[src/rtl/blr_pkg.sv]
`timescale 1ns / 1ps

package blr_pkg;

   // Grid size of the tile and width of the error term.
   localparam int COORD_BITS = 6;
   localparam int FIELD_BITS = 6;
   localparam int COLOR_BITS = 24;
   localparam int ERR_BITS   = COORD_BITS + 3;

   typedef logic [COORD_BITS-1:0]      coord_type;
   typedef logic [FIELD_BITS-1:0]      field_type;
   typedef logic [COLOR_BITS-1:0]      color_type;
   typedef logic signed [ERR_BITS-1:0] err_type;

   // One segment request.
   typedef struct packed {
      field_type start_x;
      field_type start_y;
      field_type end_x;
      field_type end_y;
      color_type line_color;
   } req_data_type;

   // One emitted pixel.
   typedef struct packed {
      field_type pixel_x;
      field_type pixel_y;
      color_type pixel_color;
      logic      last_pixel;
   } rsp_data_type;

   // Control of the shared error-term unit.
   typedef struct packed {
      logic load;
      logic advance;
      logic rising;
   } err_ctrl_type;

   typedef enum logic [1:0] {
      ST_IDLE,
      ST_SETUP,
      ST_WALK
   } state_type;

endpackage

[src/rtl/blr_err_unit.sv]
`timescale 1ns / 1ps

module blr_err_unit (
   input  logic                 clock,
   input  blr_pkg::err_ctrl_type ctrl,
   input  blr_pkg::coord_type   major_len,
   input  blr_pkg::coord_type   minor_len,
   output logic                 step
);
   import blr_pkg::*;

   err_type err_ff, err_in;
   err_type inc_step_ff, inc_step_in;
   err_type inc_flat_ff, inc_flat_in;
   err_type two_minor;
   err_type two_major;
   err_type add_a;
   err_type add_b;
   err_type sum;

   // Doubled lengths, zero-extended into the error width.
   assign two_minor = err_type'({minor_len, 1'b0});
   assign two_major = err_type'({major_len, 1'b0});

   // The minor axis moves on a tie only when it rises.
   always_comb begin
      if (ctrl.rising) begin
         step = ~err_ff[ERR_BITS-1];
      end else begin
         step = ~err_ff[ERR_BITS-1] && (err_ff != '0);
      end
   end

   // One shared adder: initial term at load, running update while walking.
   always_comb begin
      if (ctrl.load) begin
         add_a = two_minor;
         add_b = -err_type'(major_len);
      end else begin
         add_a = err_ff;
         add_b = step ? inc_step_ff : inc_flat_ff;
      end
      sum = add_a + add_b;
   end

   always_comb begin
      err_in      = err_ff;
      inc_step_in = inc_step_ff;
      inc_flat_in = inc_flat_ff;
      if (ctrl.load) begin
         err_in      = sum;
         inc_step_in = two_minor - two_major;
         inc_flat_in = two_minor;
      end else if (ctrl.advance) begin
         err_in = sum;
      end
   end

   always_ff @(posedge clock) begin
      err_ff      <= err_in;
      inc_step_ff <= inc_step_in;
      inc_flat_ff <= inc_flat_in;
   end

endmodule

[src/rtl/blr_seq.sv]
`timescale 1ns / 1ps

module blr_seq (
   input  logic                  clock,
   input  logic                  reset,
   input  logic                  req_valid,
   output logic                  req_stall,
   input  blr_pkg::req_data_type req_data,
   input  logic                  out_free,
   output logic                  emit,
   output blr_pkg::rsp_data_type pixel,
   output blr_pkg::err_ctrl_type err_ctrl,
   output blr_pkg::coord_type    major_len,
   output blr_pkg::coord_type    minor_len,
   input  logic                  step
);
   import blr_pkg::*;

   state_type state_ff, state_in;

   coord_type ax_ff, ay_ff, bx_ff, by_ff;
   color_type color_ff;
   coord_type m_ff, m_in;
   coord_type n_ff, n_in;
   coord_type m_end_ff, m_end_in;
   logic      xmaj_ff, xmaj_in;
   logic      rising_ff, rising_in;

   logic signed [COORD_BITS:0] dx_s;
   logic signed [COORD_BITS:0] dy_s;
   logic signed [COORD_BITS:0] dx_abs;
   logic signed [COORD_BITS:0] dy_abs;
   coord_type adx, ady;
   logic      xmaj, swap;
   coord_type m0, n0, m1, n1;
   logic      accept;
   logic      last;
   coord_type px, py;

   assign accept = req_valid && !req_stall;

   // Setup geometry from the captured endpoints.
   always_comb begin
      dx_s   = $signed({1'b0, bx_ff}) - $signed({1'b0, ax_ff});
      dy_s   = $signed({1'b0, by_ff}) - $signed({1'b0, ay_ff});
      dx_abs = dx_s[COORD_BITS] ? -dx_s : dx_s;
      dy_abs = dy_s[COORD_BITS] ? -dy_s : dy_s;
      adx    = dx_abs[COORD_BITS-1:0];
      ady    = dy_abs[COORD_BITS-1:0];
      xmaj   = (ady <= adx);
      swap   = xmaj ? (ax_ff > bx_ff) : (ay_ff > by_ff);
      if (xmaj) begin
         m0 = swap ? bx_ff : ax_ff;
         n0 = swap ? by_ff : ay_ff;
         m1 = swap ? ax_ff : bx_ff;
         n1 = swap ? ay_ff : by_ff;
      end else begin
         m0 = swap ? by_ff : ay_ff;
         n0 = swap ? bx_ff : ax_ff;
         m1 = swap ? ay_ff : by_ff;
         n1 = swap ? ax_ff : bx_ff;
      end
      major_len = xmaj ? adx : ady;
      minor_len = xmaj ? ady : adx;
   end

   // Current pixel in screen axes.
   assign last = (m_ff == m_end_ff);
   assign px   = xmaj_ff ? m_ff : n_ff;
   assign py   = xmaj_ff ? n_ff : m_ff;

   // Next state.
   always_comb begin
      state_in = state_ff;
      case (state_ff)
         ST_IDLE: begin
            if (accept) begin
               state_in = ST_SETUP;
            end
         end
         ST_SETUP: begin
            // A zero-length segment has no pixels.
            if (major_len == '0) begin
               state_in = ST_IDLE;
            end else begin
               state_in = ST_WALK;
            end
         end
         ST_WALK: begin
            if (out_free && last) begin
               state_in = ST_IDLE;
            end
         end
         default: begin
            state_in = ST_IDLE;
         end
      endcase
   end

   // Outputs and walk datapath.
   always_comb begin
      req_stall        = 1'b1;
      emit             = 1'b0;
      err_ctrl.load    = 1'b0;
      err_ctrl.advance = 1'b0;
      err_ctrl.rising  = rising_ff;
      m_in             = m_ff;
      n_in             = n_ff;
      m_end_in         = m_end_ff;
      xmaj_in          = xmaj_ff;
      rising_in        = rising_ff;
      case (state_ff)
         ST_IDLE: begin
            req_stall = 1'b0;
         end
         ST_SETUP: begin
            err_ctrl.load = 1'b1;
            m_in          = m0;
            n_in          = n0;
            m_end_in      = m1;
            xmaj_in       = xmaj;
            rising_in     = (n1 >= n0);
         end
         ST_WALK: begin
            if (out_free) begin
               emit             = 1'b1;
               err_ctrl.advance = 1'b1;
               m_in             = m_ff + coord_type'(1);
               if (step) begin
                  n_in = rising_ff ? n_ff + coord_type'(1) : n_ff - coord_type'(1);
               end
            end
         end
         default: begin
            req_stall = 1'b1;
         end
      endcase
   end

   always_comb begin
      pixel.pixel_x     = field_type'(px);
      pixel.pixel_y     = field_type'(py);
      pixel.pixel_color = color_ff;
      pixel.last_pixel  = last;
   end

   // Control state.
   always_ff @(posedge clock) begin
      if (reset) begin
         state_ff <= ST_IDLE;
      end else begin
         state_ff <= state_in;
      end
   end

   // Segment payload and walk registers.
   always_ff @(posedge clock) begin
      if (accept) begin
         ax_ff    <= coord_type'(req_data.start_x);
         ay_ff    <= coord_type'(req_data.start_y);
         bx_ff    <= coord_type'(req_data.end_x);
         by_ff    <= coord_type'(req_data.end_y);
         color_ff <= req_data.line_color;
      end
      m_ff      <= m_in;
      n_ff      <= n_in;
      m_end_ff  <= m_end_in;
      xmaj_ff   <= xmaj_in;
      rising_ff <= rising_in;
   end

endmodule

[src/rtl/bresenham_line_raster_top.sv]
`timescale 1ns / 1ps

// Bresenham line rasterizer. Each request transaction carries one segment; the
// block answers with one response transaction per pixel, both endpoints
// included, walked along the major axis from its smaller end, with last_pixel
// set on the final one. A segment whose endpoints coincide gives no pixels. A
// segment is captured, then set up, then walked at one pixel per cycle while
// the output register can take it, N = max(|dx|, |dy|) + 1 pixels in all. The
// rate is set by the single error-term adder, which is updated once per pixel.
// Requests are held off until the last pixel of the current segment has
// entered the output register; response stall only pauses the walk.
module bresenham_line_raster_top (
   input  logic                  clock,
   input  logic                  reset,
   input  logic                  req_valid,
   output logic                  req_stall,
   input  blr_pkg::req_data_type req_data,
   output logic                  rsp_valid,
   input  logic                  rsp_stall,
   output blr_pkg::rsp_data_type rsp_data
);
   import blr_pkg::*;

   logic         out_free;
   logic         emit;
   rsp_data_type pixel;
   err_ctrl_type err_ctrl;
   coord_type    major_len;
   coord_type    minor_len;
   logic         step;

   logic         rsp_valid_ff, rsp_valid_in;
   rsp_data_type rsp_data_ff;

   blr_seq u_seq (
      .clock     (clock),
      .reset     (reset),
      .req_valid (req_valid),
      .req_stall (req_stall),
      .req_data  (req_data),
      .out_free  (out_free),
      .emit      (emit),
      .pixel     (pixel),
      .err_ctrl  (err_ctrl),
      .major_len (major_len),
      .minor_len (minor_len),
      .step      (step)
   );

   blr_err_unit u_err (
      .clock     (clock),
      .ctrl      (err_ctrl),
      .major_len (major_len),
      .minor_len (minor_len),
      .step      (step)
   );

   // Output register takes a new pixel when empty or being drained.
   assign out_free = !rsp_valid_ff || !rsp_stall;

   always_comb begin
      if (emit) begin
         rsp_valid_in = 1'b1;
      end else if (!rsp_stall) begin
         rsp_valid_in = 1'b0;
      end else begin
         rsp_valid_in = rsp_valid_ff;
      end
   end

   always_ff @(posedge clock) begin
      if (reset) begin
         rsp_valid_ff <= 1'b0;
      end else begin
         rsp_valid_ff <= rsp_valid_in;
      end
   end

   always_ff @(posedge clock) begin
      if (emit) begin
         rsp_data_ff <= pixel;
      end
   end

   assign rsp_valid = rsp_valid_ff;
   assign rsp_data  = rsp_data_ff;

endmodule

[config.mk]
export PLATFORM = sky130hd
export DESIGN_NAME = bresenham_line_raster_top
export DESIGN_NICKNAME = d
export VERILOG_FILES = /design/src/rtl/blr_pkg.sv /design/src/rtl/blr_err_unit.sv /design/src/rtl/blr_seq.sv /design/src/rtl/bresenham_line_raster_top.sv
export SDC_FILE = /design/constraint.sdc
export NUM_CORES = 1
export LEC_CHECK = 0
export BUFFER_PORTS_ARGS = -buffer_cell sky130_fd_sc_hd__buf_2
export CAP_MARGIN = 40
export CORE_MARGIN = 4
export CORE_UTILIZATION = 35
export CTS_CLUSTER_SIZE = 28
export DETAILED_ROUTE_END_ITERATION = 16
export GPL_TIMING_DRIVEN = 0
export SYNTH_ARGS = -nofsm -noshare
export SYNTH_HDL_FRONTEND = slang
export SYNTH_HIERARCHICAL = 1
export SYNTH_SLANG_ARGS = --single-unit
[constraint.sdc]
create_clock -name clock -period 15.69 [get_ports clock]
set_input_delay 0 -clock clock [delete_from_list [all_inputs] [get_ports clock]]
set_output_delay 0 -clock clock [all_outputs]
set_load 0.1 [all_outputs]
; ---- Yosys cells after proc, flatten, opt, wreduce, memory -nomap -nowiden
; Index checks and enable logic that the tools add are counted.
[word_totals]
reg_bits = 132
input_bits = 52
word_cells = 93
[classes]
addsub = 10
n_lt_le_gt_ge = 4
n_eq_ne = 8
n_mux = 37
n_bitwise = 1
reduce_logical = 14
[ops]
columns = cell, count
row1 = 6-bit 2-to-1 mux, 18
row2 = 9-bit 2-to-1 mux, 5
row3 = 6-bit case mux with 2 select lines, 2
row4 = 6-bit by 6-bit subtractor with 7-bit output, 2
row5 = 6-bit by 1-bit adder with 6-bit output (second input constant), 2
row6 = 6-bit > comparator, 2
row7 = 6-bit negator, 2
row8 = 2-bit by 1-bit != test with 1-bit output (second input constant), 5
row9 = 9-bit adder, 1
row10 = 6-bit negator with 9-bit output, 1
row11 = 9-bit nonzero test, 1
row12 = 1-bit 2-to-1 mux, 8
row13 = 7-bit by 7-bit subtractor with 8-bit output, 1
row14 = 6-bit == test, 1
row15 = 6-bit greater-or-equal comparator, 1
row16 = 6-bit <= comparator, 1
row17 = 6-bit logical NOT, 1
row18 = 2-bit 2-to-1 mux, 3
row19 = 2-bit case mux with 3 select lines, 1
row20 = 6-bit by 1-bit subtractor with 6-bit output (second input constant), 1
row21 = 2-bit AND reduction, 2
row22 = 2-bit nonzero test, 2
row23 = 1-bit logical AND, 3
row24 = 3-bit AND reduction, 1
row25 = 6 further kinds, 7

; ---- Longest topological paths before layout
[depth]
word_depth = 10
depth_mapped = 30

; ---- Modules after synthesis
; The synthesis kept the hierarchy.
[by_module_without_submodules]
columns = module, n_inst, cells_each, area_each_um2, seq_area_each_um2
row1 = blr_seq, 1, 449, 4868.4, 2082.0
row2 = blr_err_unit, 1, 147, 1554.0, 660.6
row3 = bresenham_line_raster_top, 1, 41, 1143.6, 1131.1

; ---- Worst setup path after synthesis
; No wires, ideal clock.
[synth_timing]
path_kind = register to register
startpoint = reg u_seq.ax_ff[0]
endpoint = reg u_err.err_ff[8] (data pin)
setup_time_ns = 0.260
arrival_ns = 6.118
required_ns = 15.430
slack_ns = 9.311
stages_incl_launch_ff = 26
synth_period_minus_slack_ns = 6.379
path_cell_list = edfxtp_1 -> ha_1 -> fa_1 -> ha_1 -> nor2b_1 -> a311oi_2 -> mux2_2 -> mux2i_1 -> inv_1 -> ha_1 -> a21oi_1 -> a21boi_0 -> o32a_1 -> buf_2 -> buf_1 -> clkbuf_1 -> a31oi_1 -> or3_1 -> or3_1 -> nor2_1 -> nand3b_1 -> o21ai_0 -> ha_1 -> or4_1 -> a31oi_1 -> xnor2_1
[synth_via]
elab_chain_cells = 10
elab_cells_between_ends = 12
[synth_rtl]
columns = item, line
row1 = from (decl), blr_seq.sv:21  ; coord_type ax_ff, ay_ff, bx_ff, by_ff;
row2 = from (signal assigned), blr_seq.sv:159  ; ax_ff <= coord_type'(req_data.start_x);
row3 = 6-bit by 6-bit subtractor with 7-bit output (*), blr_seq.sv:44  ; dx_s = $signed({1'b0, bx_ff}) - $signed({1'b0, ax_ff});
row4 = 6-bit negator, blr_seq.sv:46  ; dx_abs = dx_s[COORD_BITS] ? -dx_s : dx_s;
row5 = 6-bit 2-to-1 mux (*), blr_seq.sv:46
row6 = 6-bit <= comparator, blr_seq.sv:50  ; xmaj = (ady <= adx);
row7 = 6-bit 2-to-1 mux (*), blr_seq.sv:63  ; major_len = xmaj ? adx : ady;
row8 = named net major_len[2], bresenham_line_raster_top.sv:28  ; coord_type major_len;
row9 = 6-bit negator with 9-bit output (*), blr_err_unit.sv:38  ; add_b = -err_type'(major_len);
row10 = 9-bit 2-to-1 mux (*), blr_err_unit.sv:36  ; if (ctrl.load) begin
row11 = 9-bit adder (*), blr_err_unit.sv:43  ; sum = add_a + add_b;
row12 = 9-bit 2-to-1 mux, blr_err_unit.sv:54  ; end else if (ctrl.advance) begin
row13 = 9-bit 2-to-1 mux (*), blr_err_unit.sv:50  ; if (ctrl.load) begin
row14 = named net u_err.err_in[8], blr_err_unit.sv:12  ; err_type err_ff, err_in;
row15 = to (signal assigned), blr_err_unit.sv:60  ; err_ff <= err_in;
row16 = to (decl), blr_err_unit.sv:12
; Mark *: on every way through the listed nets, which the timed path passes. The rest lies on a longest branch. The select of a mux whose other input is x is not followed.
; A chain may end at the register's enable or synchronous reset.

; ---- Final worst setup path
; Same ends and word-level chain as after synthesis.

==> results.md <==
| Parameter | Value |
| --- | --- |
| Total standard cell area after synthesis | 0.00757 mm² |
| # diodes | 0 |
| Violation count after the first detailed-routing iteration | 362 |
| Clock tree from TritonCTS | done |
| Largest vdd supply drop | 0.0882 mV |
| Main combinational cell family by area after synthesis | multiplexers |
| YS warnings | 6 |
| CP arrival | 7.78 ns |
| Clock input transition at the sequential cells of the worst setup and hold paths | 0.07 ns |
| Tightest Pin Transition | 0.671 ns |
| Number of cell rows | 53 |
| Deepest level of the CTS H-tree | 4 |
| Peak per-stage delay on the critical path | 0.56 ns |
| Lkg Pwr | 3.82 nW |
| Number of global-route vias before repair | 5304 |
| Instance count of the mapped netlist | 637 |
| Post-cts resize count | 0 |
| Number of distinct library cells after synthesis | 70 |
| Core area | 0.0212 mm² |
| Count of TritonRoute iterations in the first routing pass | 5 |
| Synth Area in XOR/XNOR | 4.17% |
| Average footprint of a synthesized cell | 11.9 µm² |
| Vias per cell | 4.90 |
| Overall routing resource usage | 15.1% |
| Count of unresolved DRC violations after routing | 0 |
| Fraction of synthesized area in multiplexers | 11.3% |
| Layout cell share with drive strength beyond 1 | 23.2% |
| Pin count of the biggest net entering global routing | 39 |
| Placed cell count | 1005 |
| Data required time at the worst endpoint | 15.86 ns |
| Critical Path Sink Type | flip-flop |
| Cell at the slowest stage of the critical path | sky130_fd_sc_hd__buf_1 |
| CTS root buf | sky130_fd_sc_hd__clkbuf_16 |
| Setup repair after global routing missed its margin | false |
| Global-route wire length before repair | 28400 µm |
| Final clock period utilization by the worst path | 48.5% |
| Commonest non-fill, non-tap cell in the layout | sky130_fd_sc_hd__edfxtp_1 |
| Worst hold path class | input port to flip-flop |
| Max-cap violations | 0 |
| Detail Route Antenna Nets | 0 |
| Remaining global-route overflow | 0 |
| Number of synthesized flops with an enable pin | 127 |
| Post-Route WL | 17700 µm |
| Final TNS setup | 0 ns |
| Routed length per instance | 16.3 µm |
| Worst-skew pair later-pin latency | 0.42 ns |
| Most frequent cells in the layout | 127 x sky130_fd_sc_hd__edfxtp_1, 94 x sky130_fd_sc_hd__buf_2, 51 x sky130_fd_sc_hd__dlygate4sd3_1, 49 x sky130_fd_sc_hd__nor2_1, 47 x sky130_fd_sc_hd__a21oi_1 |
| Compound-cell area share of the yosys netlist | 10.7% |
| Post-synth top flop | sky130_fd_sc_hd__edfxtp_1 |
| Hpwl dp | 12900 µm |
| Overall die area | 0.0240 mm² |
| Final clock skew | 0.0150 ns |
| Basic-gate share of the synthesized area counting and, or, nand and nor cells | 10.1% |
| Run status | finished, final reports clean |
| Via count | 5334 |
| R2r setup slk | 8.08 ns |
| PD cells | 211 mW/mm² |
| Buffers added on ports | 90 |
| Final-report max-slew violation count | 0 |
| CTS sink cnt | 130 |
| Hold Violations, Final | 0 |
| Inserted Clock Buffers | 17 |
| Part of the Yosys area used for sequential elements | 51.2% |
| Chip Width | 155 µm |
| Worst Path Class, Setup | flip-flop to flip-flop |
| Max Buffers Root-to-Sink | 2 |
| Worst hold-check slack | 0.133 ns |
| Adder-cell area share of the yosys netlist | 8.76% |
| Final setup vio count | 0 |
| Routability congestion estimate | 0.834 |
| Final total power | 0.00200 W |
| Largest fanout on the critical path | 10 |
| Height of the chip | 155 µm |
| Number of buffers added for setup after CTS | 0 |
| Worst max-slew margin expressed relative to the limit | 55.1% |
| # nets final | 902 |
| Clock period minus final worst setup slack | 7.61 ns |
| Flops & latches, synth | 130 |
| Hold buffer count at CTS | 51 |
| Non-filler instance count after layout | 1088 |
| I/O pin count | 91 |
| Effective utilization at floorplan | 35.8% |
| Synthesized Nets | 739 |
| Max Clock Freq | 131 MHz |
| Async set-reset flop share out of synthesis | 0% |
| Critical Path Most Common Cell | sky130_fd_sc_hd__ha_1 |
| Antenna violations before repair | 0 |
| P&R area growth vs syn | 25.6% |
| Critical path launch point type | flip-flop |
## area by class of cell
cell class	count	area, µm²
plain buffers	23	128
clock buffers	17	425
clock inverters	15	145
fillers	1943	11600
inverters	41	154
multi-input cells	443	3420
flip-flops and latches	130	3870
well taps	275	344
repair buffers	144	1020
## per-stage QoR
| step | setup slack, ns | area (µm²) | utilization [%] |
|---|---|---|---|
| 2_1_floorplan | 9.31 | 7570 | - |
| 3_3_place_gp | 8.14 | 8360 | 39.5 |
| 3_5_place_dp | 8.09 | 8420 | 39.8 |
| 4_1_cts | 8.05 | 9510 | 44.9 |
| 5_1_grt | 7.57 | 9510 | 44.9 |
| 6_report | 8.08 | 9510 | 44.9 |
## worst max-delay path, delay by kind of cell (launching register included)
kind | cells | cell delay, ns
adders and majority gates | 6 | 1.92
AOI/OAI and AO/OA | 7 | 1.63
buffers and inverters | 5 | 1.54
and+or+nand+nor | 6 | 0.93
muxes | 2 | 0.59
DFF | 1 | 0.50
xor gates and xnor gates | 2 | 0.23
## flip-flops by register name (all words and copies together), names as in the netlist, named ones only
| name | cells |
|---|---|
| u_seq/m_end_ff | 6 |
| u_err/inc_flat_ff | 6 |
| u_seq/bx_ff | 6 |
| rsp_data | 37 |
| u_seq/by_ff | 6 |
| u_seq/n_ff | 6 |
| u_seq/rising_ff | 1 |
| u_seq/state_ff | 2 |
| u_seq/m_ff | 6 |
| rsp_valid | 1 |
| u_seq/color_ff | 24 |
| u_err/err_ff | 8 |
| u_err/inc_step_ff | 7 |
| u_seq/ax_ff | 6 |
| u_seq/xmaj_ff | 1 |
| u_seq/ay_ff | 6 |
## per-layer routing
layer  up-vias  GRT usage [%]  part of all wire, %
li1       2672              -                    -
met1      2491           20.8                   48
met2       154           24.0                   45
met3        17           3.28                  5.7
met4         0           4.54                  1.3
met5         -              0                    0
## cells in the mapped netlist, types with 7 or more instances
cell type,count,area (µm²)
sky130_fd_sc_hd__edfxtp_1,127,3810
sky130_fd_sc_hd__nor2_1,50,188
sky130_fd_sc_hd__a21oi_1,47,235
sky130_fd_sc_hd__ha_1,45,563
sky130_fd_sc_hd__mux2i_1,42,420
sky130_fd_sc_hd__inv_1,40,150
sky130_fd_sc_hd__mux2_2,37,417
sky130_fd_sc_hd__nand2_1,30,113
sky130_fd_sc_hd__xnor2_1,29,254
sky130_fd_sc_hd__o21ai_0,26,130
sky130_fd_sc_hd__nand2b_1,10,62.6
sky130_fd_sc_hd__nand3_1,10,50.1
sky130_fd_sc_hd__nor2b_1,10,62.6
sky130_fd_sc_hd__a21o_1,9,67.6
sky130_fd_sc_hd__clkbuf_1,9,33.8
sky130_fd_sc_hd__xor2_1,7,61.3
## power breakdown
| part | internal, W | switching, W | leakage [nW] |
|---|---|---|---|
| clock | 0.000222 | 0.000163 | 0.277 |
| combinational | 0.000438 | 0.000630 | 2.34 |
| sequential | 0.000513 | 0.0000376 | 1.21 |
| total | 0.00117 | 0.000831 | 3.82 |
## cells by family (layout without fill, tap and decap cells)
group | Yosys count | count (layout)
flip-flops | 130 | 130
AO/OA/AOI/OAI | 125 | 125
XOR/XNOR | 36 | 36
buffers and inverters | 64 | 240
other | 1 | 1
multiplexers | 80 | 80
adder cells (fa/ha/maj) | 50 | 50
AND/OR/NAND/NOR | 151 | 151
## worst paths after layout
check,start,to,depth (start not counted)
worst max-delay path,u_seq/ax_ff[0],u_err/err_ff[8],28
worst min-delay path,req_valid,u_seq/by_ff[0],3
worst max register to register,u_seq/ax_ff[0],u_err/err_ff[8],28
worst min register to register,u_seq/color_ff[8],rsp_data[9],0
Note: power is estimated with default switching activity, not from simulation.
